### src/hdl/safq_pkg.sv
`default_nettype none

package safq_pkg;

  // Slot numbers are 8 bits wide, so the pool never exceeds 256 slots.
  localparam int SlotW       = 8;
  localparam int MaxDepth    = 256;
  localparam int CfgW        = 9;
  localparam int SlotsDefault = 256;
  localparam logic [CfgW-1:0] PoolSizeReset = 9'd256;

  typedef enum logic {
    FUNC_ALLOC = 1'b0,
    FUNC_FREE  = 1'b1
  } safq_func_e;

  typedef enum logic [1:0] {
    STATUS_DONE      = 2'd0,
    STATUS_EXHAUSTED = 2'd1,
    STATUS_NEVER     = 2'd2,
    STATUS_ALREADY   = 2'd3
  } safq_status_e;

  typedef enum logic [1:0] {
    ST_CLEAR,
    ST_IDLE,
    ST_LOOKUP
  } safq_state_e;

  typedef struct packed {
    safq_func_e             func;
    logic [SlotW-1:0]       slot_number;
  } safq_req_t;

  typedef struct packed {
    logic                   ok;
    logic [SlotW-1:0]       granted_slot;
    safq_status_e           status;
  } safq_rsp_t;

endpackage

`default_nettype wire

### src/hdl/safq_ram.sv
`default_nettype none

// Simple dual-port RAM: one write port, one read port, registered read data.
module safq_ram #(
  parameter int Width = 8,
  parameter int Depth = 256
) (
  input  wire logic                     clk_i,
  input  wire logic                     we_i,
  input  wire logic [$clog2(Depth)-1:0] waddr_i,
  input  wire logic [Width-1:0]         wdata_i,
  input  wire logic                     re_i,
  input  wire logic [$clog2(Depth)-1:0] raddr_i,
  output logic      [Width-1:0]         rdata_o
);

  logic [Width-1:0] mem [Depth];

  always_ff @(posedge clk_i) begin
    if (we_i) begin
      mem[waddr_i] <= wdata_i;
    end
  end

  always_ff @(posedge clk_i) begin
    if (re_i) begin
      rdata_o <= mem[raddr_i];
    end
  end

endmodule

`default_nettype wire

### src/hdl/slot_allocator_free_queue.sv
`default_nettype none

// Slot allocator with a FIFO free queue.
// Request channel (in_valid_i/in_ready_o/in_req_i): func selects allocate or
// free; slot_number names the slot to free and is ignored on allocate.
// Response channel (out_valid_o/out_ready_i/out_rsp_o): exactly one response
// per request, in request order: ok, granted_slot and a status code.
// Config channel (cfg_valid_i/cfg_ready_o/cfg_data_i): writes pool_size; the
// port is always ready. Write it only while no request is in flight.
// Timing: a request accepted in the idle state is resolved in the lookup
// state, which registers its response once the output register is free. A
// new request is not taken until the last one has left the lookup state:
// the free queue and the freed-mark bitmap live in RAMs with registered
// reads, and a request reads at acceptance and writes back in lookup.
// Reset: pool_size returns to 256, counters and queue pointers clear, and a
// clearing pass sweeps the freed-mark RAM one entry per cycle, with in_ready_o
// held low; config writes still land.
// Stall: a response waiting in the output register does not block the next
// acceptance; a finished lookup holds until the output register drains.
module slot_allocator_free_queue #(
  parameter int SLOTS = safq_pkg::SlotsDefault
) (
  input  wire logic                          clk_i,
  input  wire logic                          rst_ni,
  input  wire logic                          in_valid_i,
  output logic                               in_ready_o,
  input  wire safq_pkg::safq_req_t           in_req_i,
  output logic                               out_valid_o,
  input  wire logic                          out_ready_i,
  output safq_pkg::safq_rsp_t                out_rsp_o,
  input  wire logic                          cfg_valid_i,
  output logic                               cfg_ready_o,
  input  wire logic [safq_pkg::CfgW-1:0]     cfg_data_i
);

  localparam int SlotW = safq_pkg::SlotW;
  localparam int CfgW  = safq_pkg::CfgW;
  // Slots above 255 cannot be named, so storage stops at 256 entries.
  localparam int Depth = (SLOTS < safq_pkg::MaxDepth) ? SLOTS : safq_pkg::MaxDepth;
  localparam int IdxW  = $clog2(Depth);
  localparam int CntW  = $clog2(Depth + 1);
  localparam logic [IdxW-1:0] LastIdx = IdxW'(Depth - 1);

  safq_pkg::safq_state_e state_q, state_d;

  logic [CfgW-1:0]  pool_size_q;
  logic [CntW-1:0]  bump_q, bump_d;
  logic [CntW-1:0]  count_q, count_d;
  logic [IdxW-1:0]  head_q, head_d;
  logic [IdxW-1:0]  tail_q, tail_d;
  logic [IdxW-1:0]  clr_q;
  safq_pkg::safq_req_t req_q;
  safq_pkg::safq_rsp_t rsp_q, rsp_d;
  logic             out_valid_q;

  logic             accept;
  logic             finish;
  logic             clearing;
  logic [CntW-1:0]  limit;
  logic             bump_avail;
  logic             slot_never;

  logic [SlotW-1:0] q_rdata;
  logic             q_we;
  logic [0:0]       mark_rdata;
  logic             mark_we;
  logic [IdxW-1:0]  mark_waddr;
  logic [0:0]       mark_wdata;
  logic             lk_mark_we;
  logic [IdxW-1:0]  lk_mark_waddr;
  logic             lk_mark_set;

  // ---------------------------------------------------------------------
  // Next state
  // ---------------------------------------------------------------------
  always_comb begin
    state_d = state_q;
    case (state_q)
      safq_pkg::ST_CLEAR: begin
        if (clr_q == LastIdx) begin
          state_d = safq_pkg::ST_IDLE;
        end
      end
      safq_pkg::ST_IDLE: begin
        if (in_valid_i) begin
          state_d = safq_pkg::ST_LOOKUP;
        end
      end
      safq_pkg::ST_LOOKUP: begin
        if (!out_valid_q || out_ready_i) begin
          state_d = safq_pkg::ST_IDLE;
        end
      end
      default: state_d = safq_pkg::ST_CLEAR;
    endcase
  end

  // ---------------------------------------------------------------------
  // State outputs
  // ---------------------------------------------------------------------
  always_comb begin
    in_ready_o = 1'b0;
    clearing   = 1'b0;
    finish     = 1'b0;
    case (state_q)
      safq_pkg::ST_CLEAR:  clearing   = 1'b1;
      safq_pkg::ST_IDLE:   in_ready_o = 1'b1;
      // Hold the lookup until the output register can take the response.
      safq_pkg::ST_LOOKUP: finish     = !out_valid_q || out_ready_i;
      default: ;
    endcase
  end

  assign accept      = in_valid_i && in_ready_o;
  assign cfg_ready_o = 1'b1;

  // Effective pool size: pool_size capped at the storage depth.
  assign limit      = (pool_size_q > 9'(Depth)) ? CntW'(Depth) : CntW'(pool_size_q);
  assign bump_avail = bump_q < limit;
  assign slot_never = {1'b0, req_q.slot_number} >= 9'(bump_q);

  // ---------------------------------------------------------------------
  // Request resolution: runs in the lookup cycle, when the RAM reads of
  // queue head and freed mark issued at acceptance are available.
  // ---------------------------------------------------------------------
  always_comb begin
    bump_d        = bump_q;
    count_d       = count_q;
    head_d        = head_q;
    tail_d        = tail_q;
    rsp_d         = rsp_q;
    q_we          = 1'b0;
    lk_mark_we    = 1'b0;
    lk_mark_waddr = req_q.slot_number[IdxW-1:0];
    lk_mark_set   = 1'b0;
    if (finish) begin
      rsp_d.ok           = 1'b0;
      rsp_d.granted_slot = '0;
      rsp_d.status       = safq_pkg::STATUS_DONE;
      case (req_q.func)
        safq_pkg::FUNC_ALLOC: begin
          if (count_q != '0) begin
            // Reuse the oldest freed slot and drop its mark.
            rsp_d.ok           = 1'b1;
            rsp_d.granted_slot = q_rdata;
            head_d             = (head_q == LastIdx) ? '0 : head_q + 1'b1;
            count_d            = count_q - 1'b1;
            lk_mark_we         = 1'b1;
            lk_mark_waddr      = q_rdata[IdxW-1:0];
          end else if (bump_avail) begin
            rsp_d.ok           = 1'b1;
            rsp_d.granted_slot = SlotW'(bump_q);
            bump_d             = bump_q + 1'b1;
          end else begin
            rsp_d.status = safq_pkg::STATUS_EXHAUSTED;
          end
        end
        safq_pkg::FUNC_FREE: begin
          if (slot_never) begin
            rsp_d.status = safq_pkg::STATUS_NEVER;
          end else if (mark_rdata[0]) begin
            rsp_d.status = safq_pkg::STATUS_ALREADY;
          end else begin
            // Queue the slot at the tail and set its mark.
            rsp_d.ok    = 1'b1;
            q_we        = 1'b1;
            tail_d      = (tail_q == LastIdx) ? '0 : tail_q + 1'b1;
            count_d     = count_q + 1'b1;
            lk_mark_we  = 1'b1;
            lk_mark_set = 1'b1;
          end
        end
        default: ;
      endcase
    end
  end

  // Mark RAM write port: the clearing sweep owns it after reset.
  always_comb begin
    if (clearing) begin
      mark_we    = 1'b1;
      mark_waddr = clr_q;
      mark_wdata = 1'b0;
    end else begin
      mark_we    = lk_mark_we;
      mark_waddr = lk_mark_waddr;
      mark_wdata = lk_mark_set;
    end
  end

  // ---------------------------------------------------------------------
  // Registers
  // ---------------------------------------------------------------------
  always_ff @(posedge clk_i or negedge rst_ni) begin
    if (!rst_ni) begin
      state_q     <= safq_pkg::ST_CLEAR;
      pool_size_q <= safq_pkg::PoolSizeReset;
      bump_q      <= '0;
      count_q     <= '0;
      head_q      <= '0;
      tail_q      <= '0;
      clr_q       <= '0;
      out_valid_q <= 1'b0;
    end else begin
      state_q <= state_d;
      bump_q  <= bump_d;
      count_q <= count_d;
      head_q  <= head_d;
      tail_q  <= tail_d;
      if (cfg_valid_i) begin
        pool_size_q <= cfg_data_i;
      end
      if (clearing) begin
        clr_q <= clr_q + 1'b1;
      end
      if (finish) begin
        out_valid_q <= 1'b1;
      end else if (out_ready_i) begin
        out_valid_q <= 1'b0;
      end
    end
  end

  // Payload registers carry no reset.
  always_ff @(posedge clk_i) begin
    if (accept) begin
      req_q <= in_req_i;
    end
    rsp_q <= rsp_d;
  end

  assign out_valid_o = out_valid_q;
  assign out_rsp_o   = rsp_q;

  // ---------------------------------------------------------------------
  // Memories
  // ---------------------------------------------------------------------
  safq_ram #(
    .Width (SlotW),
    .Depth (Depth)
  ) u_queue_ram (
    .clk_i   (clk_i),
    .we_i    (q_we),
    .waddr_i (tail_q),
    .wdata_i (req_q.slot_number),
    .re_i    (accept),
    .raddr_i (head_q),
    .rdata_o (q_rdata)
  );

  safq_ram #(
    .Width (1),
    .Depth (Depth)
  ) u_mark_ram (
    .clk_i   (clk_i),
    .we_i    (mark_we),
    .waddr_i (mark_waddr),
    .wdata_i (mark_wdata),
    .re_i    (accept),
    .raddr_i (in_req_i.slot_number[IdxW-1:0]),
    .rdata_o (mark_rdata)
  );

endmodule

`default_nettype wire
### config.mk
export PLATFORM = sky130hd
export DESIGN_NAME = slot_allocator_free_queue
export DESIGN_NICKNAME = d
export VERILOG_FILES = /design/src/hdl/safq_pkg.sv /design/src/hdl/safq_ram.sv /design/src/hdl/slot_allocator_free_queue.sv
export SDC_FILE = /design/constraint.sdc
export NUM_CORES = 2
export LEC_CHECK = 0
export ABC_AREA = 0
export BUFFER_PORTS_ARGS = -buffer_cell sky130_fd_sc_hd__buf_2
export CORE_MARGIN = 2
export CORE_UTILIZATION = 60
export DETAILED_ROUTE_END_ITERATION = 10
export GPL_TIMING_DRIVEN = 1
export PLACE_DENSITY = 0.82
export SLEW_MARGIN = 20
export SYNTH_ARGS = -nofsm -noshare
export SYNTH_HDL_FRONTEND = slang
export SYNTH_SLANG_ARGS = --single-unit
### constraint.sdc
create_clock -name clk_i -period 11.2 [get_ports clk_i]
set_clock_uncertainty 0.1 [all_clocks]
set_input_delay 0.56 -clock clk_i [delete_from_list [all_inputs] [get_ports clk_i]]
set_output_delay 0.56 -clock clk_i [all_outputs]
set_load 0.02 [all_outputs]
==> results.txt <==
Main synth FF type: edfxtp_1
Syn Inst Count: 4,928
Clock network fraction of design power: 0.343
Synth Register Bits: 2,387
Routed WL: 247,000 um
Tot Pwr: 21.8 mW
# DRC: 0
Largest cells by area after synthesis: edfxtp_1 74%, mux4_2 11%, mux2i_1 3.1%
Leading cell type in the layout, fill and taps excluded: edfxtp_1
Switching share of total power: 0.272
Number of global-route vias before repair: 51,324
Dpl hpwl: 133,000 um
Clk sinks: 2,387
Cell taking the most area after synthesis: edfxtp_1
# nets final: 5,062
Routed WL per cell: 34.0 um
Maxcap violations: 0
Post-layout util: 0.667
Asr flop ratio synth: 0.0226
Final Slew Violations: 0
Crit-path max FO: 95
Root Buffer: clkbuf_16
Via density per instance: 7.14
Required @ worst endpoint: 11.54 ns
Pre-CTS setup slack: 5.21 ns
Post-synth top area share: 0.739
Final worst-path cycle share: 0.548
CTS tree: done
PD cells: 209 nW/um^2
Avg Cell Area, Syn: 19.2 um^2
Setup WS post-layout: 5.06 ns
Share of cells above drive strength 1: 0.189
Setup-failing EPs final: 0
Clk slew on worst S/H paths: 0.06 ns
Area growth, synth to finish: 10.2%
Worst min-delay path class: in2reg
Min cycle time layout: 6.14 ns
Initial antenna violation count: 9
Final hold violations: 0
Ys Warns: 0
EDFF count, synth: 2,333
Status: completed
Reg power frac: 0.460
Setup_tns: 0 ns
Most frequent cells in the layout: 2,333 x edfxtp_1, 571 x nor2_1, 475 x mux4_2
Slew HR: 0.197
TritonCTS buffer count: 219
Die height: 401 um
Max Freq: 0.163 GHz
Top-Level Pins: 37
Register area share after synthesis: 0.754
Mapped cell area: 94,800 um^2
Maximum clock insertion buffer count: 3
Largest net degree at the start of global routing: 178
Worst-case vdd ir drop: 207 uV
Fin cells: 7,256
Total Routing Usage GR: 0.306
Power Internal: 15.9 mW
Clk_lat worst skew: 0.87 ns
Routability cong.: 0.877
Setup Buffers After CTS: 0
Leakage: 32.3 nW
Input/output buffers: 35
Core Area: 157,000 um^2
First-pass GRT wire length: 356,000 um
Crit path arrival time: 6.47 ns
Critical path startpoint category: register
Sequential standard cell area: 71,400 um^2
Slew at the pin closest to its max-slew limit: 1.20 ns
Grt ovf: 0
Area of the multi-input gates: 21,800 um^2
Drt first pass iters: 6
Placed instance count: 6,819
RSZ-0062 raised after global routing: no
Routed Antenna Nets: 0
Post-Synthesis Net Count: 4,982
Post-synthesis cell type count: 79
Critical Path End Type: register
WS Path Type: reg2reg
Switching Power: 5.95 mW
Gate power share: 0.197
Die Width: 401 um
Die area: 161,000 um^2
Fillers: 9,196
Row cnt: 145
Initial Util: 0.605
Drt initial violations: 8,959
Via count: 51,818
CTS H-Tree Depth: 4
## worst max-delay path, stage by stage, from the launching register on
cell and delay, ns:
edfxtp_1 0.33, buf_4 0.80, ha_1 0.41, a21o_1 0.17, a21oi_1 0.18, a2bb2oi_1 0.21, o21ai_1 0.09, buf_4 0.19
nor2_4 0.24, buf_4 0.70, nand4_1 0.97, buf_4 0.59, nor2_1 0.60
## path summary, 6_finish.rpt
check / to / slack, ns / depth (start not counted) / from
hold reg to reg: count_q[8] / 0.41 / 1 / count_q[8]
hold / removal: pool_size_q[3] / 0.06 / 2 / cfg_valid_i
setup reg to reg: u_queue_ram.mem[216][1] / 5.06 / 12 / req_q[6]
min in group asynchronous: pool_size_q[7] / 0.30 / 3 / rst_ni
setup / recovery: u_queue_ram.mem[216][1] / 5.06 / 12 / req_q[6]
max in group asynchronous: head_q[1] / 10.10 / 3 / rst_ni
## logic make-up after synthesis
| group | Yosys count | synth area share |
|---|---|---|
| XOR/XNOR | 32 | 0.00296 |
| buffers and inverters | 324 | 0.0177 |
| flip-flops | 2387 | 0.754 |
| AO/OA/AOI/OAI | 520 | 0.0379 |
| multiplexers | 785 | 0.146 |
| AND/OR/NAND/NOR | 848 | 0.0379 |
| adder cells (fa/ha/maj) | 31 | 0.00417 |
| other | 1 | 0.0000396 |
## what timing repair did
item | in CTS | in global routing
hold endpoints to repair | 67 | 0
hold buffers | 24 | 0
resized for setup | 0 | 0
## registers in the layout, summed over array words and instances (netlist names), 9 cells and up
name	cells
u_queue_ram.mem	2048
u_mark_ram.mem	256
out_rsp_o	11
bump_q	9
count_q	9
pool_size_q	9
req_q	9
## power by group through the flow
stage,combinational [mW],clock [mW],sequential (mW)
global placement,4.08,0,10.2
detailed placement,4.16,0,10.2
finish,4.29,7.49,10.0
CTS,4.24,7.49,10.0
floorplan,3.10,0,10.2
global route,4.47,7.80,10.0
## through the flow
stage	hold slack, ns	cell area (um^2)
6_report	0.0605	104000
2_1_floorplan	0.164	94800
4_1_cts	0.0312	104000
3_3_place_gp	0.374	96800
3_5_place_dp	0.394	96900
5_1_grt	0.0717	104000
## cell usage after synthesis (all sizes together), types with 7 or more instances
cell type and count:
nor2b 26, edfxtp 2333, nor4 14, o221ai 63
inv 17, a221oi 38, nand4 22, ha 30
xor2 11, a31oi 12, a22oi 61, o22ai 40
dfrtp 53, a21o 9, mux4 475, nand2 122
a21oi 108, xnor2 21, a22o 27, nor2 575
nand3 34, a211oi 18, o21ai 83, nor3 14
mux2i 296, nand2b 7, o211ai 15, and2 7
mux2 14, clkbuf 130, buf 175
## area by class of cell
| type | instances | area share |
|---|---|---|
| clock buffer | 274 | 0.0559 |
| sequential | 2387 | 0.684 |
| inverter | 19 | 0.000707 |
| multi-input combinational | 2217 | 0.208 |
| timing repair buffer | 164 | 0.0134 |
| tap | 2058 | 0.0247 |
| antenna | 3 | 0.0000719 |
| clock inverter | 134 | 0.0127 |
## metal layers
layer,routed length (um),vias up,share of wire,track usage
met5,125,-,0.00051,0
met4,15100,18,0.061,0.157
met3,34000,922,0.14,0.0860
met2,114000,4568,0.46,0.466
met1,83600,26132,0.34,0.410
li1,-,20178,-,-
Note: power is estimated with default switching activity, not from simulation.
